**config.mk**
```make
export PLATFORM = sky130hd
export DESIGN_NAME = rbsi_merge
export DESIGN_NICKNAME = d
export VERILOG_FILES = /design/src/rbsi_pkg.sv /design/src/rbsi_merge.sv
export SDC_FILE = /design/constraint.sdc
export NUM_CORES = 1
export LEC_CHECK = 0
export BUFFER_PORTS_ARGS = -buffer_cell sky130_fd_sc_hd__buf_2
export CORE_AREA = 10 10 134 136
export DETAILED_ROUTE_END_ITERATION = 6
export DIE_AREA = 0 0 144 146
export GPL_TIMING_DRIVEN = 0
export PLACE_DENSITY_LB_ADDON = 0.12
export SLEW_MARGIN = 20
export SYNTH_ARGS = -nofsm -noshare
export SYNTH_HDL_FRONTEND = slang
export SYNTH_SLANG_ARGS = --single-unit
```
**constraint.sdc**
```tcl
create_clock -name vclk -period 9.9
set_input_delay 1.98 -clock vclk [all_inputs]
set_output_delay 1.98 -clock vclk [all_outputs]
set_load 0.05 [all_outputs]
```
**src/rbsi_pkg.sv**
```systemverilog
`default_nettype none
package rbsi_pkg;

  localparam int DW = 32;
  localparam int FB = 16;
  // prep register, divider pipeline (DW + 1), lane result register
  localparam int LAT = DW + 3;
  localparam int NUM_AXES = 3;
  localparam int IN_W = 2 * NUM_AXES * DW;
  localparam int OUT_W = ((2 * DW + 1 + 7) / 8) * 8;
  localparam int CFG_AW = 3;

  typedef logic signed [DW-1:0] val_t;

  typedef enum logic [CFG_AW-1:0] {
    REG_MIN_X = 3'd0,
    REG_MIN_Y = 3'd1,
    REG_MIN_Z = 3'd2,
    REG_MAX_X = 3'd3,
    REG_MAX_Y = 3'd4,
    REG_MAX_Z = 3'd5
  } reg_e;

  typedef struct packed {
    logic signed [DW-1:0] tn;
    logic signed [DW-1:0] tf;
    logic                 miss;
  } lane_res_t;

  localparam logic signed [DW-1:0] VAL_MIN = {1'b1, {(DW-1){1'b0}}};
  localparam logic signed [DW-1:0] VAL_MAX = {1'b0, {(DW-1){1'b1}}};

endpackage
`default_nettype wire

```
**src/rbsi_merge.sv**
```systemverilog
`default_nettype none
module rbsi_merge (
  input  wire rbsi_pkg::lane_res_t res_x_i,
  input  wire rbsi_pkg::lane_res_t res_y_i,
  input  wire rbsi_pkg::lane_res_t res_z_i,
  output logic                     hit_o,
  output rbsi_pkg::val_t           near_o,
  output rbsi_pkg::val_t           far_o
);
  rbsi_pkg::val_t near_xy, far_xy, near_all, far_all;

  assign near_xy  = (res_y_i.tn > res_x_i.tn) ? res_y_i.tn : res_x_i.tn;
  assign near_all = (res_z_i.tn > near_xy) ? res_z_i.tn : near_xy;
  assign far_xy   = (res_y_i.tf < res_x_i.tf) ? res_y_i.tf : res_x_i.tf;
  assign far_all  = (res_z_i.tf < far_xy) ? res_z_i.tf : far_xy;

  assign hit_o  = !(res_x_i.miss || res_y_i.miss || res_z_i.miss) &&
                  !far_all[rbsi_pkg::DW-1] && far_all >= near_all;
  assign near_o = hit_o ? near_all : '0;
  assign far_o  = hit_o ? far_all : '0;
endmodule
`default_nettype wire
```
# After elaboration in Yosys (flattened, before gate mapping)
# Cells that the tools add are included.
# classes
n_lt_le_gt_ge,5
mux,6
reduce_logical,6
# ops
operator,count
$mux W32,6
$gt A32 B32 Y1,2
$lt A32 B32 Y1,2
$ge A32 B32 Y1,1
$logic_and A1 B1 Y1,2
$logic_not A1 Y1,2
$logic_or A1 B1 Y1,2
# word_totals
regBits,0
inputBits,195
output_inout_bits,65
elab_cells,17

# Depth between registers and ports, before layout
# Gate-level depths: netlist of run 1.
# logic_depth
ltp_word,8
mapped_depth,31
ltp_nobuf,27

# Worst setup path before layout of run 1
# No wires, ideal clock.
# synth_timing
kind,input to output
from,in res_x_i[50] (netlist name)
to,out near_o[31]
arrival_time_ns,9.996
required_ns,7.920
slack_ns,-2.076
path_stages,30
n_path_buf,4
path_cell_list,inv_1 ha_1 a211oi_1 o21bai_1 a2111oi_2 o211a_1 buf_2 a31o_2 buf_1 o22a_1 nand2_1 ha_1 or2_2 a21oi_1 o31ai_1 a22oi_1 and4_1 clkbuf_1 nor3_2 o41ai_1 ha_1 a21o_1 a21o_1 a21o_1 a21oi_1 o31a_1 o21ai_0 and2_1 buf_1 a2111oi_0
# synth_via
elab_chain_len,7
# synth_rtl
item,line,source
from (decl),rbsi_merge.sv:3,"input wire rbsi_pkg::lane_res_t res_x_i,"
$gt A32 B32 Y1,rbsi_merge.sv:12,assign near_xy = (res_y_i.tn > res_x_i.tn) ? res_y_i.tn : res_x_i.tn;
$mux W32 (*),rbsi_merge.sv:12,
$gt A32 B32 Y1,rbsi_merge.sv:13,assign near_all = (res_z_i.tn > near_xy) ? res_z_i.tn : near_xy;
$mux W32 (*),rbsi_merge.sv:13,
$ge A32 B32 Y1,rbsi_merge.sv:18,!far_all[rbsi_pkg::DW-1] && far_all >= near_all;
$logic_and A1 B1 Y1,rbsi_merge.sv:18,
$mux W32 (*),rbsi_merge.sv:19,assign near_o = hit_o ? near_all : '0;
to (decl),rbsi_merge.sv:7,"output rbsi_pkg::val_t near_o,"
# Every way passes the cells marked *; elsewhere a longest branch is shown, timed or not.

# Final worst setup path of run 1
# layout_timing
from,in res_x_i[2] (netlist name)
to,out far_o[29]
# layout_via
elab_chain_len,8
elab_cells_between_ends,9
classes_between,order compare (3); mux (3); reduce/logical (3)
# layout_rtl
item,line,source
$lt A32 B32 Y1,rbsi_merge.sv:14,assign far_xy = (res_y_i.tf < res_x_i.tf) ? res_y_i.tf : res_x_i.tf;
$mux W32 (*),rbsi_merge.sv:14,
$lt A32 B32 Y1,rbsi_merge.sv:15,assign far_all = (res_z_i.tf < far_xy) ? res_z_i.tf : far_xy;
$mux W32 (*),rbsi_merge.sv:15,
branches (longest 3 deep; another with $ge A32 B32 Y1),-,
$mux W32 (*),rbsi_merge.sv:20,assign far_o = hit_o ? far_all : '0;
to (decl),rbsi_merge.sv:8,output rbsi_pkg::val_t far_o
# Mark *: on every way between the ends.

==> run metrics, run 1 <==
wire per inst=26.4 um; DR iter-0 viols=1259; pins over their slew limit=0; Final Total Pwr=0.00186 W; Worst Path Arrival=8.97 ns; Worst-Margin Slew=0.673 ns; failing checks=negative setup slack; hold path cells=4; Peak VDD IR=76.0 uV; clock buf count=0; fraction of layout cells with a size suffix above 1=49.3%; Hold Crit Endpoint=far_o[2]; outcome=complete, but fails checks; ANT nets after route=0; vias in the first global route=10921; Total Routing Usage GR=32.8%; Nets=1819; syn nets=1425; Unique masters post-synth=63; post-synthesis sequential area ratio=0%; Core Util, Final=86.7%; Sum Neg Setup Slack=-60.28 ns; period utilization=111%; Max-slew headroom=54.9%; Worst setup SP type=primary input; CP endpoint kind=output pin; Area growth, synth to finish=87.8%; Synth Warn #=0; core outline area=15500 um2; top cells by area, synth=ha_1 (28%), a21oi_1 (7.2%), nor2_1 (6.2%); total congestion overflow=0; Fin. Hold Viols=0; crit-path max FO=5; RSZ-0062 raised after global routing=true; hold_sp=res_z_i[3]; io pins=260; Syn Area/Cell=6.67 um2; commonest cells in the netlist=ha_1 (158), nor2_1 (118), a21oi_1 (103); WP data required=7.92 ns; Synth top area share=27.7%; dpl ws=-1.73 ns; PortBufs=259; register area=0 um2; GPL Wtd Cong=1.03; WL final=43.8 mm; cell with the most instances after synthesis=ha_1; crit-path most repeated cell=o211ai_1; DRT Pass-1 Iters=6; CP max stage delay=0.57 ns; post-synth top area cell=ha_1; first-pass GRT wire length=56.8 mm; Seq cells=0; Mapped Area=7150 um2; fmax=0.0913 GHz; largest net degree at the start of global routing=11; Initial Util=46.2%; Syn Inst Count=1072; kind of critical path=primary input to output pin; Hold WC Path Type=primary input to output pin; Min Clock Period, post-route=10.95 ns; Max Cap Viol=0; vias=11712; Die Wd=144 um; die height=146 um; Lkg Pwr=6.05 nW; initial antenna violation count=2; final worst setup slack=-1.05 ns; Vias/cell=7.06; DP HPWL=27.8 mm; setup violators final=64; fillers=789; PwrDens=138 nW/um2; # DRC=0; row count=46; slowest stage cell, crit path=a2111oi_0; floorplan die area=21000 um2
[cell type report]
type / instances / area, um2 / area share (%)
timing repair buffer: 393 / 3080 / 23.0
tap: 192 / 240 / 1.79
antenna: 4 / 10.0 / 0.0746
multi-input combinational: 905 / 8960 / 66.8
buffer: 66 / 733 / 5.46
inverter: 100 / 390 / 2.91
[through the flow]
stage	area, um2	hold WS, ns	cells
after floorplan	8440	4.19	1072
after global placement	9970	4.42	1523
after detailed placement	9970	4.42	1523
after CTS	12400	4.38	1608
after global routing	13400	4.42	1657
final	13400	4.39	1660
[report_power, final]
part / switching, W / internal, W / leakage [nW] / total, W
Clock: 0 / 0.000000000349 / 0.0000260 / 0.000000000349
Combinational: 0.00109 / 0.000764 / 6.05 / 0.00186
Sequential: 0 / 0 / 0 / 0
[worst max-delay path, delay by kind of cell]
family,cells,cell delay (ns)
simple gates,3,0.75
buf+inv,10,1.64
compound gates,18,3.73
fa+ha+maj,3,0.84
[worst max-delay path by stage]
stage	from	endpoint	slack (ns)	depth (start not counted)
5_1_grt	res_x_i[2]	far_o[29]	-1.53	34
3_3_place_gp	res_x_i[61]	far_o[11]	-1.76	31
6_report	res_x_i[2]	far_o[29]	-1.05	34
2_1_floorplan	res_x_i[64]	far_o[10]	0.005	30
4_1_cts	res_x_i[64]	far_o[9]	-0.45	32
3_5_place_dp	res_x_i[61]	far_o[11]	-1.73	31
[cells in the final DEF (no fill, tap or decap), types with 12 or more instances in the layout]
cell,count
buf_4,110
a21oi_1,60
nor2_1,106
inv_1,83
ha_1,126
o22a_1,22
nand3_1,20
clkbuf_16,14
ha_4,31
clkbuf_2,13
nor3_4,32
nand2_1,55
a21oi_2,32
buf_8,14
nand4_1,55
a31oi_1,12
and4_1,24
buf_2,178
o21ai_0,21
o31ai_1,16
o31ai_2,12
buf_6,101
o32ai_4,31
a21o_1,39
[logic make-up after synthesis]
family / count (synthesis) / share of synthesized area (%)
adder cells (fa/ha/maj): 158 / 27.7
AO/OA/AOI/OAI: 363 / 35.1
multiplexers: 10 / 1.40
other: 1 / 0.0525
AND/OR/NAND/NOR: 371 / 26.6
buffers and inverters: 169 / 9.19
[layer usage]
| metal | GRT usage [%] | wire length (um) |
|---|---|---|
| met5 | 0 | 0 |
| met4 | 17.2 | 4060 |
| met3 | 4.90 | 4610 |
| met2 | 57.9 | 20200 |
| met1 | 36.6 | 14900 |
[timing repair]
| item | CTS | global route |
|---|---|---|
| buffers inserted | 75 | 44 |
| hold buffers | 0 | 0 |
| resized for setup | 408 | 117 |
| pin swaps | 77 | 74 |
| endpoints found under the setup margin | 64 | 64 |
| endpoints found under the hold margin | 0 | 0 |
| gates cloned | 13 | 4 |
Power figures use the tool's default switching activity.
==> inputs of run 2 (changes only) <==
Settings changed: SETUP_SLACK_MARGIN set to 0.15, SLEW_MARGIN 20 to unset.
==> run 2 against run 1 <==
Effect of this change: die area stayed put; critical path depth shrank 2; global-route usage down 2.1 points; non-clock buffer count is 53 lower; total power shrank 14%; largest power group unchanged; critical path type unchanged; highest routed layer unchanged; utilization down 7.8 points; count of clock-buffer cells in the layout unchanged; maximum frequency up 1.7%; flip-flop and latch count stayed put; worst setup slack better by 0.18 ns; sequential share of layout area is the same; cell count down 3.4%; the flow still finishes with violations (negative setup slack).
==> run metrics, run 2 (same netlist as run 1, synthesis figures left out) <==
Hold WC Path Type=primary input to output pin; commonest non-fill, non-tap cell in the layout=buf_2; DR iter-0 viols=877; Seq cells=0; commonest non-fill, non-tap cells in the layout=buf_2 (196), ha_1 (140), nor2_1 (114); DP HPWL=27.9 mm; Worst Path Arrival=8.79 ns; Total Routing Usage GR=30.7%; Max Cap Viol=0; Worst setup SP type=primary input; Die Wd=144 um; Min Hold Slack=4.38 ns; hold path cells=4; fillers=1091; fmax=0.0928 GHz; hold_sp=res_z_i[5]; CP endpoint kind=output pin; largest net degree at the start of global routing=11; Worst-Margin Slew=1.23 ns; CP max stage delay=0.49 ns; final worst setup slack=-0.872 ns; Min Clock Period, post-route=10.77 ns; fraction of layout cells with a size suffix above 1=42.6%; Fin. Hold Viols=0; first-pass GRT wire length=53.3 mm; die height=146 um; Area growth, synth to finish=70.8%; wire per inst=22.4 um; Sum Neg Setup Slack=-48.33 ns; # DRC=0; kind of critical path=primary input to output pin; WP data required=7.92 ns; core outline area=15500 um2; RSZ-0062 raised after global routing=true; Lkg Pwr=5.67 nW; outcome=complete, but fails checks; pins over their slew limit=0; Final Total Pwr=0.00159 W; PwrDens=131 nW/um2; ANT nets after route=0; setup violators final=64; clock buf count=0; crit-path max FO=8; Hold Crit Endpoint=far_o[4]; Max-slew headroom=17.8%; io pins=260; row count=46; CTS Hold Bufs=0; period utilization=109%; initial antenna violation count=0; Peak VDD IR=82.6 uV; failing checks=negative setup slack; WL final=36.0 mm; DRT Pass-1 Iters=5; register area=0 um2; vias=10300; Vias/cell=6.43; total congestion overflow=0; PortBufs=259; slowest stage cell, crit path=nor3_4; GPL Wtd Cong=1.01; vias in the first global route=10184; Initial Util=46.2%; floorplan die area=21000 um2; Nets=1765
[run 2: worst max-delay path by stage]
| stage | start | to | slack [ns] | cells past startpoint |
|---|---|---|---|---|
| 2_1_floorplan | res_x_i[64] | far_o[10] | 0.05 | 30 |
| 3_3_place_gp | res_x_i[61] | far_o[11] | -1.52 | 30 |
| 3_5_place_dp | res_x_i[61] | far_o[11] | -1.52 | 30 |
| 4_1_cts | res_x_i[61] | far_o[24] | -0.54 | 33 |
| 5_1_grt | res_x_i[57] | far_o[28] | -0.97 | 32 |
| 6_report | res_x_i[56] | far_o[24] | -0.87 | 32 |
[run 2: power by group]
group | total (W) | switching (W) | internal [W]
logic | 0.00159 | 0.000954 | 0.000640
clock network | 0.0000000000135 | 0 | 0.0000000000135
registers | 0 | 0 | 0
total | 0.00159 | 0.000954 | 0.000640
[run 2: stage by stage]
stage | std cells | area (um2) | utilization [%] | setup WS [ns]
after floorplan | 1072 | 8460 | - | 0.0471
after global placement | 1523 | 10000 | 64.6 | -1.52
after detailed placement | 1523 | 10000 | 64.6 | -1.52
after CTS | 1565 | 11400 | 73.4 | -0.536
after global routing | 1602 | 12200 | 78.8 | -0.969
final | 1603 | 12200 | 78.8 | -0.872
[run 2: critical path: cells and delay by family]
kind	cells	cell delay (ns)
AOI/OAI and AO/OA	14	2.77
adders and majority gates	3	0.86
and+or+nand+nor	8	2.18
buffers and inverters	7	0.99
[run 2: repair_timing]
item                       4_1_cts  5_1_grt
gates cloned                     9        2
setup endpoints to repair       64       64
setup buffers                   33       36
resized for setup              231      160
pin swaps                       57       44
[run 2: layout make-up]
type / instances / area, um2 / area share, %
antenna: 1 / 2.50 / 0.0205
tap: 192 / 240 / 1.97
timing repair buffer: 338 / 2460 / 20.2
buffer: 68 / 656 / 5.37
multi-input combinational: 904 / 8460 / 69.3
inverter: 100 / 390 / 3.20
[run 2: routing by layer]
metal | GRT usage (%) | routed length (um) | up-vias
met5 | 0 | 0 | -
met4 | 10.5 | 1630 | 0
met3 | 3.88 | 2990 | 114
met2 | 54.6 | 17500 | 588
met1 | 36.5 | 13900 | 4778
li1 | - | - | 4820
==> inputs of run 3 (changes only) <==
--- a/config.mk
+++ b/config.mk
@@ -12,3 +12,3 @@
 export GPL_TIMING_DRIVEN = 0
-export PLACE_DENSITY_LB_ADDON = 0.12
+export PLACE_DENSITY = 0.75
 export SETUP_SLACK_MARGIN = 0.15
==> constraint.sdc (replaced) <==
create_clock -name vclk -period 9.9
set_input_delay 1.485 -clock vclk [all_inputs]
set_output_delay 1.485 -clock vclk [all_outputs]
set_load 0.05 [all_outputs]
==> run 3 against run 2 <==
Effect of this change: the run ends with design-rule violations left; critical path depth up 1; count of clock-buffer cells in the layout unchanged; largest power group unchanged; critical path type unchanged; total power shrank 11%; wire length increased by 1.5%; first-iteration DRC count grew 6.3%; utilization is 7.9 points lower; worst setup slack gained 0.93 ns.
==> run metrics, run 3 (same netlist as run 1, synthesis figures left out) <==
Min Hold Slack=3.36 ns; dpl ws=-1.37 ns; vias=10620; vias in the first global route=9647; setup violators final=0; die height=146 um; CP delay by family, top=compound AO/OA/AOI/OAI gates; CP endpoint kind=output pin; Initial Util=46.2%; Area after DPL=8830 um2; WP data required=8.42 ns; Lkg Pwr=5.25 nW; WL final=36.5 mm; Max-slew headroom=24.7%; commonest non-fill, non-tap cell in the layout=buf_2; pins over their slew limit=0; Area growth, synth to finish=53.8%; Max Cap Viol=0; crit-path max FO=10; # DRC=1; Die Wd=144 um; hold_sp=res_z_i[14]; period utilization=99.5%; core outline area=15500 um2; first-pass GRT wire length=49.7 mm; Total Routing Usage GR=28.8%; PwrDens=129 nW/um2; DR iter-0 viols=932; Hold WC Path Type=primary input to output pin; row count=46; Nets=1733; critical path buffer and inverter count=9; fraction of layout cells with a size suffix above 1=39.0%; Fin. Hold Viols=0; ANT nets after route=0; slowest stage cell, crit path=nor3_4; GPL Wtd Cong=1.00; Seq cells=0; fmax=0.102 GHz; fin area=11000 um2; Critical Path Stages=33; Multi-input gate area=7930 um2; total congestion overflow=0; hold path cells=4; DP HPWL=27.5 mm; Min Clock Period, post-route=9.85 ns; Hold Crit Endpoint=far_o[13]; initial antenna violation count=5; wire per inst=23.2 um; largest net degree at the start of global routing=11; floorplan die area=21000 um2; io pins=260; DRT Pass-1 Iters=7; outcome=complete, but fails checks; RSZ-0062 raised after global routing=true; kind of critical path=primary input to output pin; clock buf count=0; crit-path most repeated cell=buf_6; failing checks=design-rule violations; commonest non-fill, non-tap cells in the layout=buf_2 (232), ha_1 (146), nor2_1 (114); PortBufs=259; final worst setup slack=0.0543 ns; Vias/cell=6.75; Worst-Margin Slew=1.13 ns; Worst setup SP type=primary input; Worst Path Arrival=8.36 ns; CP max stage delay=0.43 ns; fillers=1211; register area=0 um2; Peak VDD IR=60.0 uV
-- run 3: cell type report --
class / count / area share [%]
antenna: 4 / 0.0911
buffer: 69 / 4.94
inverter: 100 / 3.42
multi-input combinational: 903 / 72.1
tap: 192 / 2.19
timing repair buffer: 306 / 17.2
-- run 3: report_power, final --
part           switching, W     internal [W]
Clock                     0  0.0000000000541
Combinational      0.000868         0.000550
Sequential                0                0
-- run 3: metrics by stage --
| stage | instances | power (W) | TNS (ns) | utilization (%) |
|---|---|---|---|---|
| floorplan | 1072 | 0.000762 | -2.79 | - |
| global route | 1574 | 0.00152 | -7.42 | 71.0 |
| detailed placement | 1523 | 0.00107 | -79.26 | 57.1 |
| global placement | 1523 | 0.00105 | -76.56 | 57.1 |
| CTS | 1536 | 0.00117 | 0 | 61.8 |
| finish | 1574 | 0.00142 | 0 | 71.0 |
-- run 3: routing by layer --
metal	vias up	track usage, %	routed length [um]
li1	4758	-	-
met1	4906	33.8	13100
met2	750	50.7	17100
met3	204	5.32	3940
met4	2	9.19	2320
met5	-	0	12
-- run 3: worst max path at each step --
stage                startpoint         end  slack (ns)
floorplan           res_x_i[50]   far_o[22]        -0.1
global placement    res_x_i[50]   near_o[2]       -1.33
detailed placement  res_x_i[50]   near_o[2]       -1.37
CTS                 res_x_i[64]  near_o[17]        0.12
global route        res_x_i[61]   far_o[23]       -0.21
finish              res_x_i[61]   near_o[0]        0.05
-- run 3: repair_timing --
action	in CTS	in global routing
cloned	0	8
resized for setup	151	265
endpoints found under the hold margin	0	0
setup buffers	13	26
hold buffers	0	0
endpoints found under the setup margin	64	64
pin swaps	9	71
